==> src/rtl/huffman_tree_bit_decoder_core_defines.svh <==
// Assertion macros shared by the tree-walk decoder RTL.
// Each macro expands to a clocked concurrent assertion, or to nothing in synthesis.
// The asserting module must have signals named clock and reset in scope.
`ifndef HUFFMAN_TREE_BIT_DECODER_CORE_DEFINES_SVH
`define HUFFMAN_TREE_BIT_DECODER_CORE_DEFINES_SVH
`ifndef SYNTHESIS
// The consequent must hold in the same cycle as the antecedent.
`define HTBD_ASSERT_IMPLY(label, ante, cons, msg) \
   label: assert property (@(posedge clock) disable iff (reset) (ante) |-> (cons)) \
      else $error(msg);
// The consequent must hold in the cycle after the antecedent.
`define HTBD_ASSERT_NEXT(label, ante, cons, msg) \
   label: assert property (@(posedge clock) disable iff (reset) (ante) |=> (cons)) \
      else $error(msg);
`else
`define HTBD_ASSERT_IMPLY(label, ante, cons, msg)
`define HTBD_ASSERT_NEXT(label, ante, cons, msg)
`endif
`endif

==> src/rtl/htbd_pkg.sv <==
// Shared types and constants of the tree-walk decoder.
// Holds the node record, the result record and the request codes.
// Depends on nothing; all other files import it but htbd_ram and the macro header.
`timescale 1ns / 1ps

package htbd_pkg;

   // Field widths fixed by the interface.
   localparam int IDX_W = 9;
   localparam int SYM_W = 32;

   // Node table size and the number of meaningful symbol bits.
   localparam int NODE_COUNT   = 512;
   localparam int NODE_AW      = $clog2(NODE_COUNT);
   localparam int SYMBOL_WIDTH = 32;

   typedef logic [IDX_W-1:0] idx_type;
   typedef logic [SYM_W-1:0] sym_type;

   localparam sym_type SYM_MASK = sym_type'((64'd1 << SYMBOL_WIDTH) - 64'd1);

   // Request codes.
   localparam logic REQ_WRITE  = 1'b0;
   localparam logic REQ_DECODE = 1'b1;

   // One node table entry.
   typedef struct packed {
      logic    leaf;
      idx_type left;
      idx_type right;
      sym_type symbol;
   } node_type;

   localparam int NODE_W = $bits(node_type);

   // One decode result.
   typedef struct packed {
      sym_type symbol_out;
      logic    symbol_valid;
      logic    end_flag;
      logic    walk_error;
   } result_type;

   // True when an index addresses an entry inside the node table.
   function automatic logic in_table(idx_type idx);
      return (32'(idx) < 32'(NODE_COUNT));
   endfunction

endpackage

==> src/rtl/htbd_rsp_if.sv <==
// Result channel of the tree-walk decoder: one transaction per decoded bit.
// Depends on htbd_pkg for the symbol type.
`timescale 1ns / 1ps

interface htbd_rsp_if;
   import htbd_pkg::*;

   logic    valid;
   logic    ready;
   sym_type symbol_out;
   logic    symbol_valid;
   logic    end_flag;
   logic    walk_error;

   modport source (
      output valid, symbol_out, symbol_valid, end_flag, walk_error,
      input  ready
   );

   modport sink (
      input  valid, symbol_out, symbol_valid, end_flag, walk_error,
      output ready
   );
endinterface

==> src/rtl/htbd_rsp_reg.sv <==
// Output register of the tree-walk decoder; decouples the result channel.
// Depends on htbd_pkg and the result interface.
`timescale 1ns / 1ps

module htbd_rsp_reg (
   input  logic                 clock,
   input  logic                 reset,
   input  logic                 res_valid,
   input  htbd_pkg::result_type res,
   output logic                 res_ready,
   htbd_rsp_if.source           rsp_port
);
   import htbd_pkg::*;

   logic       out_valid_ff, out_valid_in;
   result_type out_ff, out_in;
   logic       load;

   // The register takes a new result when empty or when it is being emptied.
   assign res_ready = !out_valid_ff || rsp_port.ready;
   assign load      = res_valid && res_ready;

   always_comb begin
      out_in       = load ? res : out_ff;
      out_valid_in = load ? 1'b1 : (rsp_port.ready ? 1'b0 : out_valid_ff);
   end

   always_ff @(posedge clock) begin
      if (reset) begin
         out_valid_ff <= 1'b0;
      end else begin
         out_valid_ff <= out_valid_in;
      end
   end

   always_ff @(posedge clock) begin
      out_ff <= out_in;
   end

   assign rsp_port.valid        = out_valid_ff;
   assign rsp_port.symbol_out   = out_ff.symbol_out;
   assign rsp_port.symbol_valid = out_ff.symbol_valid;
   assign rsp_port.end_flag     = out_ff.end_flag;
   assign rsp_port.walk_error   = out_ff.walk_error;

endmodule

==> src/flat_wrapper.sv <==
// flat-port wrapper written by rule: the top's interface ports become plain ports
module htbd_rsp_reg_flat import htbd_pkg::*;
  (clock, reset, res_valid, res, res_ready, rsp_port_valid, rsp_port_symbol_out, rsp_port_symbol_valid, rsp_port_end_flag, rsp_port_walk_error, rsp_port_ready);
  htbd_rsp_if rsp_port_i ();
  input  logic clock;
  input  logic reset;
  input  logic res_valid;
  input  htbd_pkg::result_type res;
  output logic res_ready;
  output wire logic [$bits(rsp_port_i.valid)-1:0] rsp_port_valid;
  output wire logic [$bits(rsp_port_i.symbol_out)-1:0] rsp_port_symbol_out;
  output wire logic [$bits(rsp_port_i.symbol_valid)-1:0] rsp_port_symbol_valid;
  output wire logic [$bits(rsp_port_i.end_flag)-1:0] rsp_port_end_flag;
  output wire logic [$bits(rsp_port_i.walk_error)-1:0] rsp_port_walk_error;
  input wire logic [$bits(rsp_port_i.ready)-1:0] rsp_port_ready;
  assign rsp_port_valid = rsp_port_i.valid;
  assign rsp_port_symbol_out = rsp_port_i.symbol_out;
  assign rsp_port_symbol_valid = rsp_port_i.symbol_valid;
  assign rsp_port_end_flag = rsp_port_i.end_flag;
  assign rsp_port_walk_error = rsp_port_i.walk_error;
  assign rsp_port_i.ready = rsp_port_ready;
  htbd_rsp_reg u_core (.clock(clock), .reset(reset), .res_valid(res_valid), .res(res), .res_ready(res_ready), .rsp_port(rsp_port_i));
endmodule
==> config.mk <==
export PLATFORM = sky130hd
export DESIGN_NAME = htbd_rsp_reg_flat
export DESIGN_NICKNAME = d
export VERILOG_FILES = /design/src/rtl/huffman_tree_bit_decoder_core_defines.svh /design/src/rtl/htbd_pkg.sv /design/src/rtl/htbd_rsp_if.sv /design/src/rtl/htbd_rsp_reg.sv /design/src/flat_wrapper.sv
export SDC_FILE = /design/constraint.sdc
export NUM_CORES = 1
export LEC_CHECK = 0
export ABC_CLOCK_PERIOD_IN_PS = 1100
export BUFFER_PORTS_ARGS = -buffer_cell sky130_fd_sc_hd__buf_2
export CAP_MARGIN = 40
export CORE_ASPECT_RATIO = 1.1
export CORE_UTILIZATION = 36
export DETAILED_ROUTE_END_ITERATION = 7
export GPL_ROUTABILITY_DRIVEN = 1
export PLACE_DENSITY = 0.79
export SLEW_MARGIN = 10
export SYNTH_ARGS = -nofsm -noshare
export SYNTH_HDL_FRONTEND = slang
export SYNTH_SLANG_ARGS = --single-unit
==> constraint.sdc <==
create_clock -name clock -period 1.1 [get_ports clock]
set_input_delay 0.055 -clock clock [delete_from_list [all_inputs] [get_ports clock]]
set_output_delay 0.055 -clock clock [all_outputs]
set_load 0.01 [all_outputs]
==> impl_metrics.tcl <==
set metrics [dict create \
    grt_pass1_wl_um 4170 \
    comb_power_share 0.135 \
    cp_slowest_cell "dlygate4sd3_1" \
    root_buffer "clkbuf_4" \
    start_kind "input pin" \
    grt.overflow.total 0 \
    ys_seq_area_frac 0.968 \
    relSlewSlack 0.924 \
    pre_cts_ws_ns 0.0873 \
    hp-class "in -> reg" \
    antenna_cells 0 \
    ys_ff_latch 36 \
    vias 864 \
    p_sw_uw 582 \
    grt_max_degree 16 \
    vias_per_cell 4.39 \
    wl_per_cell_um 14.5 \
    power.share.sequential 0.599 \
    fin_crit_ns 1.08 \
    hpwl_um 1540 \
    critPathTopFamily "buffers and inverters" \
    p_per_area_mw_per_mm2 1340 \
    io_pins 76 \
    required_ns 1.14 \
    setup_viol 0 \
    internal_power_uw 2120 \
    cts_buffers 5 \
    finalPower_uw 2700 \
    cp_num_buf_inv 3 \
    syn_avg_cell_area_um2 27.7 \
    status "finished, final reports clean" \
    fin_crit_sh 0.984 \
    cts_tree "yes" \
    ys_types 6 \
    swShare 0.215 \
    die_area_mm2 0.00330 \
    route.detailed.drc 0 \
    gp_congestion 0.664 \
    hold_viol 0 \
    fin_setup_tns_ns 0 \
    p_leak_uw 0.000873 \
    nFillCells 194 \
    start_util 0.388 \
    syn_to_final_growth_pct 82.5 \
    ir_worst_vdd_v 0.000935 \
    setup_ws_ns 0.0181 \
    clk_path_buf_depth 2 \
    drive_above_1_share 0.549 \
    nets 202 \
    drtIter0Drc 24 \
    clkPwrFrac 0.266 \
    post_cts_buffers 0 \
    cts_resized 0 \
    rr_startpoint "u_core.rsp_port.valid" \
    yosys_warnings 0 \
    hp-start "res[21]" \
    end_kind "flip-flop" \
    arrival_ns 1.12 \
    drtPass1Iterations 3 \
    clk_pin_slew_ns 0.11 \
    crit_fanout 15 \
    tightest_slew_ns 0.114 \
    grt_antenna_before_repair 0 \
    synth_nets 79 \
    setup.worst_path.class "in -> reg" \
    critical_path.cell_chain "dlygate4sd3_1 > buf_2 > nand2b_4 > and2_4 > buf_12" \
    wirelength_um 2860 \
    cts_sinks 36 \
    portBuffers 75 \
    fp.dieH_um 60.1 \
    die_x_um 54.9 \
    h-tree-depth 2 \
    max_freq_ghz 0.924 \
    final_core_util 0.707 \
    grt_setup_unrepaired "no" \
    core_region_area_mm2 0.00285 \
    synth.cell_area_mm2 0.00111 \
    clock_latency_ns 0.33 \
    antenna_left 0 \
    drv_slew 0 \
    track_usage 0.196 \
    row_count 20 \
    worstSetupStartpoint "rsp_port_ready" \
    maxCapViolCount 0 \
    synthCells 40 \
    slowest_delay_ns 0.52 \
    grt_pass1_vias 966 \
    skew_ns 0.0135 \
]
[per-layer routing]
metal  GRT usage  vias up  part of all wire
li1            -      404                 -
met1       0.201      389              0.36
met2       0.322       61              0.50
met3      0.0789       10              0.10
met4       0.128        0             0.028
met5           0        -                 0
[worst register-to-register path: cells and delay by family, from the launching register on]
| family | cells | cell delay, ns |
|---|---|---|
| AND/OR/NAND/NOR | 2 | 0.26 |
| flip-flops | 1 | 0.36 |
| buffers and inverters | 1 | 0.15 |
[power by group through the flow]
stage	Clock, uW	Sequential [uW]	Combinational (uW)
finish	718	1620	366
global route	782	1630	391
CTS	739	1620	356
detailed placement	0	1650	255
global placement	0	1650	244
floorplan	0	1690	34.2
[stage by stage]
stage / hold WS [ns] / area [um2] / instances
2_1_floorplan: 0.110 / 1110 / 40
3_3_place_gp: 0.209 / 1570 / 151
3_5_place_dp: 0.214 / 1570 / 151
4_1_cts: 0.388 / 2020 / 197
5_1_grt: 0.418 / 2020 / 197
6_report: 0.431 / 2020 / 197
[cell usage in the layout (no fill, tap or decap)]
master / instances
dfxtp_2: 1
a21oi_2: 1
clkbuf_4: 5
inv_1: 1
buf_4: 1
and2_4: 1
clkinvlp_4: 2
dlygate4sd3_1: 38
buf_12: 2
nand2b_4: 1
buf_2: 75
edfxtp_1: 35
clkbuf_8: 1
[synth_stat cells]
cell type	instances	area share
dfxtp_1	1	0.018
and2_4	1	0.0079
inv_1	1	0.0034
edfxtp_1	35	0.95
a21oi_2	1	0.0079
nand2b_4	1	0.012
[kinds of logic (layout without fill, tap and decap cells)]
group,count (synthesis),count (layout),synth area share
and+or+nand+nor,2,2,0.0204
DFF,36,36,0.968
buffers and inverters,1,125,0.00339
AOI/OAI and AO/OA,1,1,0.00792
[sequential cells by signal (all words and copies together), names as in the netlist]
| name | flops |
|---|---|
| u_core.rsp_port.symbol_out | 32 |
| u_core.rsp_port.end_flag | 1 |
| u_core.rsp_port.symbol_valid | 1 |
| u_core.rsp_port.valid | 1 |
| u_core.rsp_port.walk_error | 1 |
[path summary, 6_finish.rpt]
| kind | end | slack (ns) | cells past startpoint |
|---|---|---|---|
| min reg2reg | u_core.rsp_port.valid | 0.51 | 2 |
| max | u_core.rsp_port.symbol_out[2] | 0.02 | 5 |
| min | u_core.rsp_port.symbol_out[18] | 0.43 | 2 |
| max reg2reg | u_core.rsp_port.symbol_out[2] | 0.05 | 3 |
[layout make-up]
| cell class | instances | area [um2] | area share |
|---|---|---|---|
| Sequential cell | 36 | 1070 | 0.531 |
| Tap cell | 33 | 41.3 | 0.0205 |
| Inverter | 1 | 3.75 | 0.00186 |
| Clock buffer | 6 | 51.3 | 0.0254 |
| Timing Repair Buffer | 116 | 803 | 0.398 |
| Clock inverter | 2 | 15.0 | 0.00744 |
| Multi-Input combinational cell | 3 | 31.3 | 0.0155 |
[what timing repair did]
item	CTS	global route
hold buffers	38	0
hold endpoints to repair	36	0
endpoints found under the setup margin	0	0
Power figures use the tool's default switching activity.
